[src/rtl/sxc_pkg.sv]
// shared types, constants and helper functions for the s-expression structure checker
`default_nettype none

package sxc_pkg;

    // defaults for the top-level parameters
    localparam int STACK_DEPTH_DEF = 64;
    localparam int LINE_BITS_DEF   = 20;

    // reported line numbers, open-form counts and warning totals saturate at these values
    localparam logic [19:0] OUT_LINE_MAX = 20'hFFFFF;
    localparam logic [6:0]  OPEN_MAX     = 7'd127;
    localparam logic [15:0] WARN_MAX     = 16'hFFFF;

    // head atom matcher codes
    localparam logic [2:0] MATCH_IDLE = 3'd0;
    localparam logic [2:0] MATCH_ONE  = 3'd1;
    localparam logic [2:0] MATCH_FULL = 3'd4;
    localparam logic [2:0] MATCH_FAIL = 3'd5;

    // uuid child counter limits
    localparam logic [1:0] KIDS_ONE = 2'd1;
    localparam logic [1:0] KIDS_MAX = 2'd3;

    // characters with a meaning of their own
    localparam logic [7:0] CH_SPACE  = 8'h20;
    localparam logic [7:0] CH_TAB    = 8'h09;
    localparam logic [7:0] CH_CR     = 8'h0D;
    localparam logic [7:0] CH_LF     = 8'h0A;
    localparam logic [7:0] CH_OPEN   = 8'h28;
    localparam logic [7:0] CH_CLOSE  = 8'h29;
    localparam logic [7:0] CH_QUOTE  = 8'h22;
    localparam logic [7:0] CH_BSLASH = 8'h5C;
    localparam logic [7:0] CH_LOW_U  = 8'h75;
    localparam logic [7:0] CH_LOW_I  = 8'h69;
    localparam logic [7:0] CH_LOW_D  = 8'h64;

    // event codes
    typedef enum logic [2:0] {
        EV_STRAY_CLOSE  = 3'd0,
        EV_OPEN_STRING  = 3'd1,
        EV_ATOM_OUTSIDE = 3'd2,
        EV_UNCLOSED     = 3'd3,
        EV_NO_FORM      = 3'd4,
        EV_TOO_DEEP     = 3'd5,
        EV_UUID_TWICE   = 3'd6,
        EV_END_REPORT   = 3'd7
    } ev_kind_t;

    // scanner mode flags
    typedef struct packed {
        logic halt;
        logic atom;
        logic esc;
        logic str;
    } scan_flags_t;

    // one result beat
    typedef struct packed {
        ev_kind_t    kind;
        logic [19:0] line;
        logic [6:0]  open;
        logic [15:0] warn;
        logic        passed;
    } res_t;

    // letters of the word uuid
    function automatic logic [7:0] uuid_char(input logic [2:0] idx);
        logic [7:0] c;
        case (idx)
            3'd0:    c = CH_LOW_U;
            3'd1:    c = CH_LOW_U;
            3'd2:    c = CH_LOW_I;
            3'd3:    c = CH_LOW_D;
            default: c = 8'h00;
        endcase
        return c;
    endfunction

    // bytes that end an atom
    function automatic logic is_delim(input logic [7:0] b);
        return b inside {CH_SPACE, CH_TAB, CH_CR, CH_LF, CH_OPEN, CH_CLOSE, CH_QUOTE};
    endfunction

endpackage

`default_nettype wire

[src/rtl/sxc_scanner.sv]
// byte scanner: string, atom and line tracking, stack top and parent, event generation
`default_nettype none

module sxc_scanner #(
    parameter int STACK_DEPTH = 64,
    parameter int LINE_BITS   = 20,
    parameter int AW          = 6,
    parameter int DW          = 7,
    parameter int EW          = 24
) (
    input  wire logic          aclk,
    input  wire logic          aresetn,
    // item beat
    input  wire logic          in_valid,
    output logic               in_ready,
    input  wire logic [7:0]    in_byte,
    input  wire logic          in_last,
    // result toward the output buffer
    output logic               res_valid,
    output sxc_pkg::res_t      res,
    input  wire logic          res_ready,
    // strict mode register write
    input  wire logic          cfg_valid,
    input  wire logic          cfg_data,
    // stack memory
    output logic               wr_en,
    output logic [AW-1:0]      wr_addr,
    output logic [EW-1:0]      wr_data,
    output logic               rd_en,
    output logic [AW-1:0]      rd_addr,
    input  wire logic [EW-1:0] rd_data
);

    import sxc_pkg::*;

    typedef struct packed {
        logic [LINE_BITS-1:0] line;
        logic                 head_seen;
        logic                 head_uuid;
        logic [1:0]           kids;
    } entry_t;

    localparam logic [LINE_BITS-1:0] LINE_TOP   = {LINE_BITS{1'b1}};
    localparam logic [LINE_BITS-1:0] LINE_FIRST = LINE_BITS'(1);
    localparam logic [DW-1:0]        DEPTH_FULL = DW'(STACK_DEPTH);

    logic                 strict_reg;
    logic [DW-1:0]        depth_reg, depth_next;
    logic [LINE_BITS-1:0] line_reg, line_next;
    logic [LINE_BITS-1:0] str_line_reg, str_line_next;
    scan_flags_t          flags_reg, flags_next;
    logic [2:0]           match_reg, match_next;
    logic                 saw_reg, saw_next;
    logic [15:0]          warn_reg, warn_next;
    logic                 err_reg, err_next;
    entry_t               top_reg, top_next;
    entry_t               par_reg, par_next;
    entry_t               grand;
    entry_t               closed;
    logic                 fire;
    logic                 proceed;
    logic                 head_now;
    logic                 head_uuid_now;
    logic [LINE_BITS-1:0] res_line_raw;
    logic [32:0]          res_line_wide;
    logic [31:0]          depth_wide;

    assign in_ready = res_ready;
    assign fire     = in_valid && res_ready;
    assign grand    = entry_t'(rd_data);
    assign depth_wide = 32'(depth_reg);

    // next state and event for one beat
    always_comb begin
        depth_next    = depth_reg;
        line_next     = line_reg;
        str_line_next = str_line_reg;
        flags_next    = flags_reg;
        match_next    = match_reg;
        saw_next      = saw_reg;
        warn_next     = warn_reg;
        err_next      = err_reg;
        top_next      = top_reg;
        par_next      = par_reg;
        closed        = top_reg;
        proceed       = 1'b0;
        head_now      = 1'b0;
        head_uuid_now = 1'b0;
        wr_en         = 1'b0;
        wr_addr       = AW'(depth_reg - DW'(2));
        wr_data       = EW'(par_reg);
        res_valid     = 1'b0;
        res.kind      = EV_END_REPORT;
        res_line_raw  = line_reg;
        res.open      = 7'd0;
        res.warn      = warn_reg;
        res.passed    = 1'b0;

        if (in_last) begin
            // end of text: verdict, then clear the per-text state
            res_valid = 1'b1;
            if (flags_reg.halt) begin
                res.kind = EV_END_REPORT;
            end else if (flags_reg.str) begin
                res.kind     = EV_OPEN_STRING;
                res_line_raw = str_line_reg;
            end else if (depth_reg != '0) begin
                res.kind     = EV_UNCLOSED;
                res_line_raw = top_reg.line;
                res.open     = (depth_wide > 32'(OPEN_MAX)) ? OPEN_MAX : depth_wide[6:0];
            end else if (!saw_reg) begin
                res.kind     = EV_NO_FORM;
                res_line_raw = LINE_FIRST;
            end else begin
                res.kind   = EV_END_REPORT;
                res.passed = !err_reg && !(strict_reg && (warn_reg != '0));
            end
            depth_next    = '0;
            line_next     = LINE_FIRST;
            str_line_next = LINE_FIRST;
            flags_next    = '0;
            match_next    = MATCH_IDLE;
            saw_next      = 1'b0;
            warn_next     = '0;
            err_next      = 1'b0;
        end else if (!flags_reg.halt) begin
            if (flags_reg.str) begin
                // inside a string
                if (flags_reg.esc) begin
                    flags_next.esc = 1'b0;
                    if ((in_byte == CH_LF) && (line_reg != LINE_TOP)) begin
                        line_next = line_reg + LINE_FIRST;
                    end
                end else if (in_byte == CH_BSLASH) begin
                    flags_next.esc = 1'b1;
                end else if (in_byte == CH_QUOTE) begin
                    flags_next.str = 1'b0;
                    head_now       = 1'b1;
                end else if ((in_byte == CH_LF) && (line_reg != LINE_TOP)) begin
                    line_next = line_reg + LINE_FIRST;
                end
            end else begin
                proceed = 1'b1;
                // atom continues or ends here
                if (flags_reg.atom) begin
                    if (!is_delim(in_byte)) begin
                        proceed = 1'b0;
                        if ((match_reg < MATCH_FULL) && (in_byte == uuid_char(match_reg))) begin
                            match_next = match_reg + 3'd1;
                        end else begin
                            match_next = MATCH_FAIL;
                        end
                    end else begin
                        flags_next.atom = 1'b0;
                        head_now        = 1'b1;
                        head_uuid_now   = (match_reg == MATCH_FULL);
                        match_next      = MATCH_IDLE;
                    end
                end
            end

            // first atom or string of a form becomes its head
            if (head_now && (depth_reg != '0) && !top_reg.head_seen) begin
                top_next.head_seen = 1'b1;
                top_next.head_uuid = head_uuid_now;
            end

            if (proceed) begin
                case (in_byte)
                    CH_LF: begin
                        if (line_reg != LINE_TOP) begin
                            line_next = line_reg + LINE_FIRST;
                        end
                    end
                    CH_SPACE, CH_TAB, CH_CR: begin
                    end
                    CH_OPEN: begin
                        if (depth_reg >= DEPTH_FULL) begin
                            err_next        = 1'b1;
                            flags_next.halt = 1'b1;
                            res_valid       = 1'b1;
                            res.kind        = EV_TOO_DEEP;
                        end else begin
                            // parent spills to memory, top becomes parent
                            if (depth_reg == '0) begin
                                saw_next = 1'b1;
                            end
                            wr_en              = fire && (depth_reg >= DW'(2));
                            par_next           = top_next;
                            top_next.line      = line_reg;
                            top_next.head_seen = 1'b0;
                            top_next.head_uuid = 1'b0;
                            top_next.kids      = 2'd0;
                            depth_next         = depth_reg + DW'(1);
                        end
                    end
                    CH_CLOSE: begin
                        if (depth_reg == '0) begin
                            err_next        = 1'b1;
                            flags_next.halt = 1'b1;
                            res_valid       = 1'b1;
                            res.kind        = EV_STRAY_CLOSE;
                        end else begin
                            // parent becomes top, prefetched entry becomes parent
                            closed     = top_next;
                            depth_next = depth_reg - DW'(1);
                            top_next   = par_reg;
                            par_next   = grand;
                            if (closed.head_uuid && (depth_reg >= DW'(2))) begin
                                if (par_reg.kids != KIDS_MAX) begin
                                    top_next.kids = par_reg.kids + 2'd1;
                                end
                                if (par_reg.kids == KIDS_ONE) begin
                                    if (warn_reg != WARN_MAX) begin
                                        warn_next = warn_reg + 16'd1;
                                    end
                                    res_valid    = 1'b1;
                                    res.kind     = EV_UUID_TWICE;
                                    res_line_raw = closed.line;
                                    res.warn     = warn_next;
                                end
                            end
                        end
                    end
                    CH_QUOTE: begin
                        flags_next.str = 1'b1;
                        flags_next.esc = 1'b0;
                        str_line_next  = line_reg;
                    end
                    default: begin
                        // first byte of an atom
                        if (depth_reg == '0) begin
                            err_next        = 1'b1;
                            flags_next.halt = 1'b1;
                            res_valid       = 1'b1;
                            res.kind        = EV_ATOM_OUTSIDE;
                        end else begin
                            flags_next.atom = 1'b1;
                            match_next      = (in_byte == CH_LOW_U) ? MATCH_ONE : MATCH_FAIL;
                        end
                    end
                endcase
            end
        end

        // saturate the reported line
        res_line_wide = 33'(res_line_raw);
        res.line      = (res_line_wide > 33'(OUT_LINE_MAX)) ? OUT_LINE_MAX
                                                             : res_line_wide[19:0];
    end

    // prefetch the entry below the new parent
    assign rd_en   = fire && (depth_next >= DW'(3));
    assign rd_addr = AW'(depth_next - DW'(3));

    // scan state
    always_ff @(posedge aclk) begin
        if (!aresetn) begin
            depth_reg    <= '0;
            line_reg     <= LINE_FIRST;
            str_line_reg <= LINE_FIRST;
            flags_reg    <= '0;
            match_reg    <= MATCH_IDLE;
            saw_reg      <= 1'b0;
            warn_reg     <= '0;
            err_reg      <= 1'b0;
        end else if (fire) begin
            depth_reg    <= depth_next;
            line_reg     <= line_next;
            str_line_reg <= str_line_next;
            flags_reg    <= flags_next;
            match_reg    <= match_next;
            saw_reg      <= saw_next;
            warn_reg     <= warn_next;
            err_reg      <= err_next;
        end
    end

    // top and parent entries
    always_ff @(posedge aclk) begin
        if (fire) begin
            top_reg <= top_next;
            par_reg <= par_next;
        end
    end

    // strict mode register
    always_ff @(posedge aclk) begin
        if (!aresetn) begin
            strict_reg <= 1'b0;
        end else if (cfg_valid) begin
            strict_reg <= cfg_data;
        end
    end

`ifndef SYNTH
    a_depth_bound: assert property (@(posedge aclk) disable iff (!aresetn)
        depth_reg <= DEPTH_FULL)
        else $error("stack depth beyond capacity");

    a_halt_has_error: assert property (@(posedge aclk) disable iff (!aresetn)
        flags_reg.halt |-> err_reg)
        else $error("scan halted without an error");

    a_escape_in_string: assert property (@(posedge aclk) disable iff (!aresetn)
        flags_reg.esc |-> flags_reg.str)
        else $error("escape pending outside a string");

    a_end_clears: assert property (@(posedge aclk) disable iff (!aresetn)
        (fire && in_last) |=> ((depth_reg == '0) && (flags_reg == '0) && !err_reg))
        else $error("end of text did not clear the scan state");
`endif

endmodule

`default_nettype wire
[config.mk]
export PLATFORM = sky130hd
export DESIGN_NAME = sxc_scanner
export DESIGN_NICKNAME = d
export VERILOG_FILES = /design/src/rtl/sxc_pkg.sv /design/src/rtl/sxc_scanner.sv
export SDC_FILE = /design/constraint.sdc
export NUM_CORES = 1
export LEC_CHECK = 0
export BUFFER_PORTS_ARGS = -buffer_cell sky130_fd_sc_hd__buf_2
export CORE_MARGIN = 1.5
export CORE_UTILIZATION = 50
export CTS_BUF_LIST = sky130_fd_sc_hd__clkbuf_4
export CTS_CLUSTER_DIAMETER = 100
export DETAILED_ROUTE_END_ITERATION = 6
export PLACE_DENSITY = 0.76
export SLEW_MARGIN = 10
export SYNTH_ARGS = -nofsm -noshare
export SYNTH_HDL_FRONTEND = slang
export SYNTH_SLANG_ARGS = --single-unit
[constraint.sdc]
create_clock -name aclk -period 5 [get_ports aclk]
set_clock_uncertainty 0.1 [all_clocks]
set_input_delay 0.75 -clock aclk [delete_from_list [all_inputs] [get_ports aclk]]
set_output_delay 0.75 -clock aclk [all_outputs]
set_load 0.01 [all_outputs]
==> flow_metrics.py, run 1 <==
metrics = {
    "sta": {
        "finalCritPeriodShare_pct": 94.0,
        "setup_slack_ps": 300,
        "rsz0062_at_grt": "false",
        "finalHoldViolations": 0,
        "fmax_mhz": 213,
        "worst_pin_slew_ps": 1250,
        "period_needed_ps": 4700,
        "whs_ps": 335,
        "setup_viol": 0,
        "drv_slew": 0,
        "slew_headroom_pct": 15.8,
        "tns_ps": 0,
    },
    "place": {
        "post-dp-hpwl_mm": 18.3,
        "io_buffers": 125,
        "pre_cts_slack_ps": 508,
        "place_area_um2": 9130,
        "place_congestion": 0.925,
    },
    "power": {
        "total_power_w": 0.00192,
        "p_per_area_nw_per_um2": 203,
        "p_switching_w": 0.000494,
        "intPower_w": 0.00142,
        "p_leak_nw": 3.39,
        "p_seq_share_pct": 53.3,
        "switching_share_pct": 25.8,
        "combPwrFrac_pct": 6.6,
        "peakVddDrop_v": 0.000163,
        "clkPwrFrac_pct": 40.1,
    },
    "setup_path": {
        "path_class": "reg -> out",
        "cp-end-kind": "output port",
        "crit_required_ps": 4150,
        "crit_fanout": 16,
        "start_kind": "register",
        "crit_arrival_ps": 3850,
    },
    "drt": {
        "drtIter0Drc": 943,
        "routedWlPerCell_um": 19.6,
        "drc": 0,
        "vias": 8759,
        "vias_per_cell": 6.40,
        "firstDrtPassIters": 6,
        "drt-total-wl_mm": 26.8,
        "drtAntennaViolNets": 0,
    },
    "die": {
        "rows": 47,
        "initial_core_util_pct": 51.0,
        "dieArea_um2": 17700,
        "die_w_um": 133,
        "die_h_um": 133,
        "core_um2": 16600,
        "ios": 126,
    },
    "cells_and_area": {
        "nets": 1190,
        "num_antenna_cells": 0,
        "design_area_um2": 9440,
        "syn_to_final_growth_pct": 11.5,
        "drive_gt1_share_pct": 18.6,
    },
    "yosys": {
        "yosys.cell_types.count": 86,
        "synthCells": 1060,
        "ys_seq_area_share_pct": 34.3,
        "synthFlopType": "dfxtp_1",
        "async_flop_share_pct": 0,
        "syn_area_per_cell_um2": 7.99,
        "ys_ff_latch": 121,
        "synth_area_um2": 8470,
        "syn_nets": 1114,
        "yosysWarnings": 0,
        "synth-edff-count": 48,
    },
    "clock_tree": {
        "cts_tree": "built",
        "clkSinkCount": 121,
        "cts_max_path_buffers": 2,
        "cts-htree-levels": 4,
        "path_clk_slew_ps": 120,
        "cts_root_buf": "clkbuf_4",
        "postCtsHoldBufs": 0,
        "cts_buffers": 17,
        "worstSkewPairLatency_ps": 560,
    },
    "worst_hold_path": {
        "hp-class": "in -> reg",
    },
    "global_route": {
        "antenna_found_initial": 0,
        "grt_start_max_net_pins": 47,
        "grt_remaining_overflow": 0,
        "grt_pass1_wl_mm": 42.6,
        "track_usage_pct": 30.1,
        "grt_pass1_vias": 8197,
    },
    "job": {
        "drv_cap": 0,
    },
    "outcome": {
        "outcome": "complete, no violations",
    },
}
==> Yosys cell counts, types with 21 or more instances <==
cell type / number / area, um^2
nor2b_1: 21 / 131
clkbuf_1: 57 / 214
inv_1: 49 / 184
nand4_1: 22 / 138
nor4_1: 36 / 225
nor3_1: 33 / 165
o21ai_0: 36 / 180
edfxtp_1: 48 / 1440
a211oi_1: 44 / 330
nand3_1: 46 / 230
dfxtp_1: 73 / 1460
a22o_1: 32 / 280
nor2_1: 63 / 236
nand2_1: 156 / 586
a21oi_1: 67 / 335
==> critical path, cell delays in order, from the launching register on <==
cell and delay (ps):
dfxtp_1 520, inv_1 160, ha_1 230, or3b_1 420, o2111ai_1 270, a211oi_2 360
a21o_1 160, nand3_2 420, buf_4 350, a211oi_1 210, buf_2 180
==> cell families (layout without fill, tap and decap cells) <==
| group | Yosys count | count (layout) | share of synthesized area, % |
|---|---|---|---|
| flip-flops | 121 | 121 | 34.3 |
| adder cells (fa/ha/maj) | 15 | 15 | 2.22 |
| AO/OA/AOI/OAI | 287 | 287 | 23.9 |
| XOR/XNOR | 22 | 22 | 2.36 |
| buffers and inverters | 141 | 230 | 7.32 |
| multiplexers | 12 | 12 | 1.48 |
| AND/OR/NAND/NOR | 462 | 462 | 28.4 |
==> power groups by stage <==
stage,Sequential (W),Clock [W],Combinational (W)
6_report,0.00102,0.000767,0.000127
5_1_grt,0.00102,0.000812,0.000136
4_1_cts,0.00102,0.000772,0.000125
3_5_place_dp,0.00104,0,0.000124
3_3_place_gp,0.00104,0,0.000122
2_1_floorplan,0.00104,0,0.0000789
==> final cells by class <==
class,count,area (um^2)
clock buffers,20,150
repair buffers,148,798
well taps,220,275
clock inverters,12,146
inverters,50,188
flip-flops and latches,121,2900
multi-input cells,798,4980
fillers,1561,7140
==> final timing paths <==
kind | startpoint | to | slack, ps | depth (start not counted)
max reg2reg | depth_reg[1] | warn_reg[0] | 1790 | 9
max | depth_reg[1] | res[25] | 300 | 10
min reg2reg | err_reg | err_reg | 380 | 2
min | cfg_data | strict_reg | 330 | 3
==> cell usage in the layout (no fill, tap or decap), types with 5 or more instances in the layout <==
cell type	synthesis	layout
dfxtp_1	73	72
nand2_1	156	156
nor2_1	63	63
a21o_1	7	7
a31oi_1	13	13
o22ai_1	7	7
xor2_1	6	6
a211oi_1	44	44
mux2i_1	8	8
o211ai_1	12	12
nand3_1	46	45
xnor2_1	15	15
and3_1	14	14
o21ai_0	36	36
buf_2	15	125
o21a_1	6	6
nor4_1	36	36
o2111ai_1	6	6
nor3_1	33	33
ha_1	15	15
a22o_1	32	32
or4_1	5	5
buf_4	9	23
inv_1	49	49
nand4_1	22	22
a21oi_1	67	66
or3_1	9	9
edfxtp_1	48	48
clkbuf_4	0	20
and2_1	17	17
o31ai_1	6	5
nor2b_1	21	21
==> stage by stage <==
stage                     cells  utilization (%)
after detailed placement   1336             55.0
after floorplan            1060                -
after global placement     1336             55.0
final                      1369             56.9
after CTS                  1368             56.9
after global routing       1369             56.9
==> per-layer routing <==
layer / track usage (%) / share of wire (%)
met3: 5.97 / 8.4
met5: 0 / 0
met4: 14.2 / 3.6
met1: 38.0 / 41
met2: 49.7 / 47
==> repair_timing <==
| action | in CTS | in global routing |
|---|---|---|
| gates resized for setup | 1 | 1 |
| setup buffers | 0 | 1 |
| pin swaps | 0 | 1 |
| endpoints found under the setup margin | 1 | 2 |
No activity file was read; power rests on OpenSTA's default activity.
==> inputs of run 2 (changes only) <==
- PLACE_DENSITY: 0.76 -> 0.73
- clock period: 5 -> 5.69 ns (I/O delays scaled with it)
==> flow_metrics.py, run 2 (synthesized netlist as in run 1, its figures left out) <==
metrics = {
    "cells_and_area": {
        "final_cell_mix": "nand2_1 (156), buf_2 (125), dfxtp_1 (72), a21oi_1 (66), nor2_1 (63)",
        "drive_gt1_share_pct": 18.0,
        "final_cells": 1364,
        "layout_commonest_cell": "nand2_1",
        "nets": 1184,
        "n_fill_cell": 1604,
        "post-route-util_pct": 56.4,
        "syn_to_final_growth_pct": 10.4,
    },
    "clock_tree": {
        "post_cts_buffers": 0,
        "path_clk_slew_ps": 120,
        "cts_max_path_buffers": 2,
        "worstSkewPairLatency_ps": 570,
        "cts_buffers": 17,
        "cts_tree": "built",
        "clkSinkCount": 121,
        "cts_root_buf": "clkbuf_4",
        "ctsResizeCount": 0,
        "cts-htree-levels": 4,
        "postCtsHoldBufs": 0,
    },
    "setup_path": {
        "path_class": "reg -> out",
        "reg2reg_from": "depth_reg[1]",
        "crit_fanout": 20,
        "crit_required_ps": 4740,
        "crit_end": "res[44]",
        "start_kind": "register",
        "reg2reg_slack_ps": 2230,
        "crit_arrival_ps": 4070,
        "cp-end-kind": "output port",
        "r2r_end": "top_reg[0]",
        "cp-startpoint": "depth_reg[1]",
        "reg2reg_depth": 9,
    },
    "place": {
        "dp.cells": 1331,
        "post-dp-hpwl_mm": 17.9,
        "io_buffers": 125,
        "pre_cts_slack_ps": 1200,
        "place_congestion": 0.914,
    },
    "drt": {
        "firstDrtPassIters": 7,
        "drtAntennaViolNets": 0,
        "routedWlPerCell_um": 19.2,
        "drtIter0Drc": 792,
        "drc": 0,
        "drt-total-wl_mm": 26.2,
        "vias": 8602,
        "vias_per_cell": 6.31,
    },
    "sta": {
        "finalCritPeriodShare_pct": 88.3,
        "tns_ps": 0,
        "finalHoldViolations": 0,
        "drv_slew": 0,
        "whs_ps": 368,
        "rsz0062_at_grt": "false",
        "fmax_mhz": 199,
        "period_needed_ps": 5020,
        "worst_pin_slew_ps": 1080,
        "slew_headroom_pct": 27.1,
        "setup_viol": 0,
        "setup_slack_ps": 668,
    },
    "job": {
        "drv_cap": 0,
    },
    "power": {
        "p_leak_nw": 3.32,
        "intPower_w": 0.00116,
        "p_seq_share_pct": 56.5,
        "switching_share_pct": 27.1,
        "combPwrFrac_pct": 6.9,
        "clkPwrFrac_pct": 36.6,
        "p_per_area_nw_per_um2": 170,
        "p_switching_w": 0.000430,
        "peakVddDrop_v": 0.000138,
    },
    "die": {
        "initial_core_util_pct": 51.0,
        "core_um2": 16600,
        "rows": 47,
        "die_h_um": 133,
        "ios": 126,
        "die_w_um": 133,
        "dieArea_um2": 17700,
    },
    "global_route": {
        "grt_pass1_vias": 8099,
        "antenna_found_initial": 1,
        "grt_remaining_overflow": 0,
        "grt_pass1_wl_mm": 42.0,
        "track_usage_pct": 29.5,
        "grt_start_max_net_pins": 47,
    },
    "outcome": {
        "outcome": "complete, no violations",
    },
    "worst_hold_path": {
        "hp-class": "reg -> reg",
    },
}
run 2: cell count changes in the layout (fill, tap and decap cells not counted), sizes merged:
cell and delta:
clkinv +3, diode +1, clkinvlp +3, bufinv -2, inv -4, buf -6
run 2: worst min path at each step:
| stage | depth (start not counted) | startpoint | slack (ps) | end |
|---|---|---|---|---|
| floorplan | 2 | err_reg | 330 | err_reg |
| global placement | 2 | err_reg | 340 | err_reg |
| detailed placement | 2 | err_reg | 340 | err_reg |
| CTS | 2 | err_reg | 370 | err_reg |
| global route | 2 | err_reg | 380 | err_reg |
| finish | 2 | err_reg | 370 | err_reg |
run 2: power groups by stage:
stage | Sequential, W | Clock (W) | Combinational [W]
detailed placement | 0.000917 | 0 | 0.000107
CTS | 0.000897 | 0.000581 | 0.000108
global route | 0.000898 | 0.000616 | 0.000118
floorplan | 0.000916 | 0 | 0.0000694
finish | 0.000897 | 0.000580 | 0.000110
global placement | 0.000917 | 0 | 0.000106
run 2: worst max-delay path, cell delays in order (launching register included):
cell	delay [ps]
dfxtp_1	540
inv_1	160
ha_1	240
or3b_1	410
o21ai_1	180
o311a_2	460
a21oi_4	570
buf_4	290
o21ai_0	190
a31oi_1	280
buf_2	180
run 2: cell type report:
class	count	area, um^2	share of cell area, %
multi-input combinational	798	4970	53.2
sequential	121	2900	31.1
timing repair buffer	142	753	8.06
tap	220	275	2.94
inverter	50	188	2.01
clock buffer	20	150	1.61
clock inverter	12	104	1.11
antenna	1	2.50	0.0268
run 2: per-layer routing:
layer | vias to the layer above | wire [um] | track usage [%]
li1 | 4062 | - | -
met1 | 4023 | 10700 | 36.9
met2 | 423 | 12200 | 48.2
met3 | 94 | 2120 | 6.09
met4 | 0 | 1160 | 15.5
met5 | - | 0 | 0
run 2: through the flow:
| stage | power, W | instance area, um^2 |
|---|---|---|
| final | 0.00159 | 9350 |
| after global routing | 0.00163 | 9350 |
| after CTS | 0.00159 | 9350 |
| after detailed placement | 0.00102 | 9090 |
| after global placement | 0.00102 | 9090 |
| after floorplan | 0.000986 | 8470 |
==> inputs of run 3 (changes only) <==
- RECOVER_POWER: not set -> 100
==> flow_metrics.py, run 3 (synthesized netlist as in run 1, its figures left out) <==
metrics = {
    "die": {
        "initial_core_util_pct": 51.0,
        "dieArea_um2": 17700,
        "die_h_um": 133,
        "core_um2": 16600,
        "die_w_um": 133,
        "rows": 47,
        "ios": 126,
    },
    "job": {
        "drv_cap": 3,
    },
    "clock_tree": {
        "worstSkewPairLatency_ps": 560,
        "cts_buffers": 17,
        "postCtsHoldBufs": 0,
        "ctsResizeCount": 0,
        "cts_root_buf": "clkbuf_4",
        "post_cts_buffers": 0,
        "cts_tree": "built",
        "cts_max_path_buffers": 2,
        "path_clk_slew_ps": 110,
        "cts-htree-levels": 4,
        "clkSinkCount": 121,
    },
    "global_route": {
        "grt_start_max_net_pins": 47,
        "grt_remaining_overflow": 0,
        "grt_pass1_wl_mm": 42.0,
        "track_usage_pct": 29.5,
        "grt_pass1_vias": 8099,
        "antenna_found_initial": 1,
    },
    "drt": {
        "drtIter0Drc": 845,
        "drtAntennaViolNets": 0,
        "vias_per_cell": 6.30,
        "routedWlPerCell_um": 19.3,
        "drt-total-wl_mm": 26.3,
        "drc": 2,
        "vias": 8597,
        "firstDrtPassIters": 7,
    },
    "sta": {
        "finalCritPeriodShare_pct": 92.1,
        "finalHoldViolations": 0,
        "setup_viol": 0,
        "period_needed_ps": 5240,
        "tns_ps": 0,
        "slew_headroom_pct": -6.12,
        "rsz0062_at_grt": "false",
        "fmax_mhz": 191,
        "worst_pin_slew_ps": 1590,
        "drv_slew": 79,
    },
    "power": {
        "total_power_w": 0.00158,
        "peakVddDrop_v": 0.000138,
        "p_leak_nw": 3.03,
        "p_per_area_nw_per_um2": 172,
    },
    "setup_path": {
        "cp-end-kind": "output port",
        "crit_required_ps": 4740,
        "path_class": "reg -> out",
        "crit_arrival_ps": 4290,
        "crit_fanout": 20,
        "reg2reg_slack_ps": 2020,
        "start_kind": "register",
    },
    "cells_and_area": {
        "register_area_um2": 2900,
        "final_cell_mix": "nand2_1 (156), clkbuf_1 (85), dfxtp_1 (72), a21oi_1 (67), nor2_1 (63)",
        "n_fill_cell": 1651,
        "syn_to_final_growth_pct": 8.42,
        "nets": 1184,
        "multi_input_area_um2": 4930,
        "drive_gt1_share_pct": 9.89,
        "layout_commonest_cell": "nand2_1",
    },
    "outcome": {
        "violations": "design-rule violations, max-capacitance violations, max-slew violations",
        "outcome": "complete, but fails checks",
    },
    "place": {
        "place_congestion": 0.914,
        "io_buffers": 125,
        "post-dp-hpwl_mm": 17.9,
    },
    "worst_hold_path": {
        "hp-class": "reg -> reg",
    },
}
## run 3: cell count changes in the layout (fill, tap and decap cells not counted), sizes merged
cell,previous run,this run
buf,142,56
clkbuf,20,106
## run 3: worst max-delay path, cell delays in order, from the launching register on
cell and delay [ps]:
dfxtp_1 540, inv_1 160, ha_1 240, or3b_1 410, o21ai_1 180, o311a_2 460, a21oi_4 570, clkbuf_1 430
o21ai_0 280, a31oi_1 270, buf_2 180
## run 3: worst paths after layout
check | startpoint | endpoint | cells after the start
worst max register to register | depth_reg[1] | top_reg[0] | 9
worst max-delay path | depth_reg[1] | res[44] | 10
worst min register to register | err_reg | err_reg | 2
worst min-delay path | err_reg | err_reg | 2
## run 3: metal layers
metal / track usage (%) / wire length [um]
met5: 0 / 0
met4: 15.5 / 1200
met3: 6.09 / 2130
met2: 48.2 / 12200
met1: 36.9 / 10800
## run 3: cell type report
| class | count | area share [%] |
|---|---|---|
| timing repair buffer | 142 | 6.86 |
| multi-input combinational | 798 | 53.7 |
| clock inverter | 12 | 1.13 |
| clock buffer | 20 | 1.64 |
| tap | 220 | 3.00 |
| inverter | 50 | 2.04 |
| antenna | 1 | 0.0273 |
| sequential | 121 | 31.6 |
## run 3: metrics by stage
step / hold WS, ps / utilization [%] / std cells / area (um^2) / setup WS (ps)
6_report: 367 / 55.3 / 1364 / 9180 / 451
5_1_grt: 384 / 55.3 / 1364 / 9180 / 266
4_1_cts: 369 / 56.4 / 1363 / 9350 / 698
3_5_place_dp: 342 / 54.8 / 1331 / 9090 / 1200
3_3_place_gp: 341 / 54.8 / 1331 / 9090 / 1210
2_1_floorplan: 327 / - / 1060 / 8470 / 830
## run 3: power by group
group / total [W] / internal (W) / switching (W)
Combinational: 0.000107 / 0.0000330 / 0.0000744
Sequential: 0.000897 / 0.000895 / 0.00000169
Clock: 0.000577 / 0.000227 / 0.000350
Total: 0.00158 / 0.00116 / 0.000426
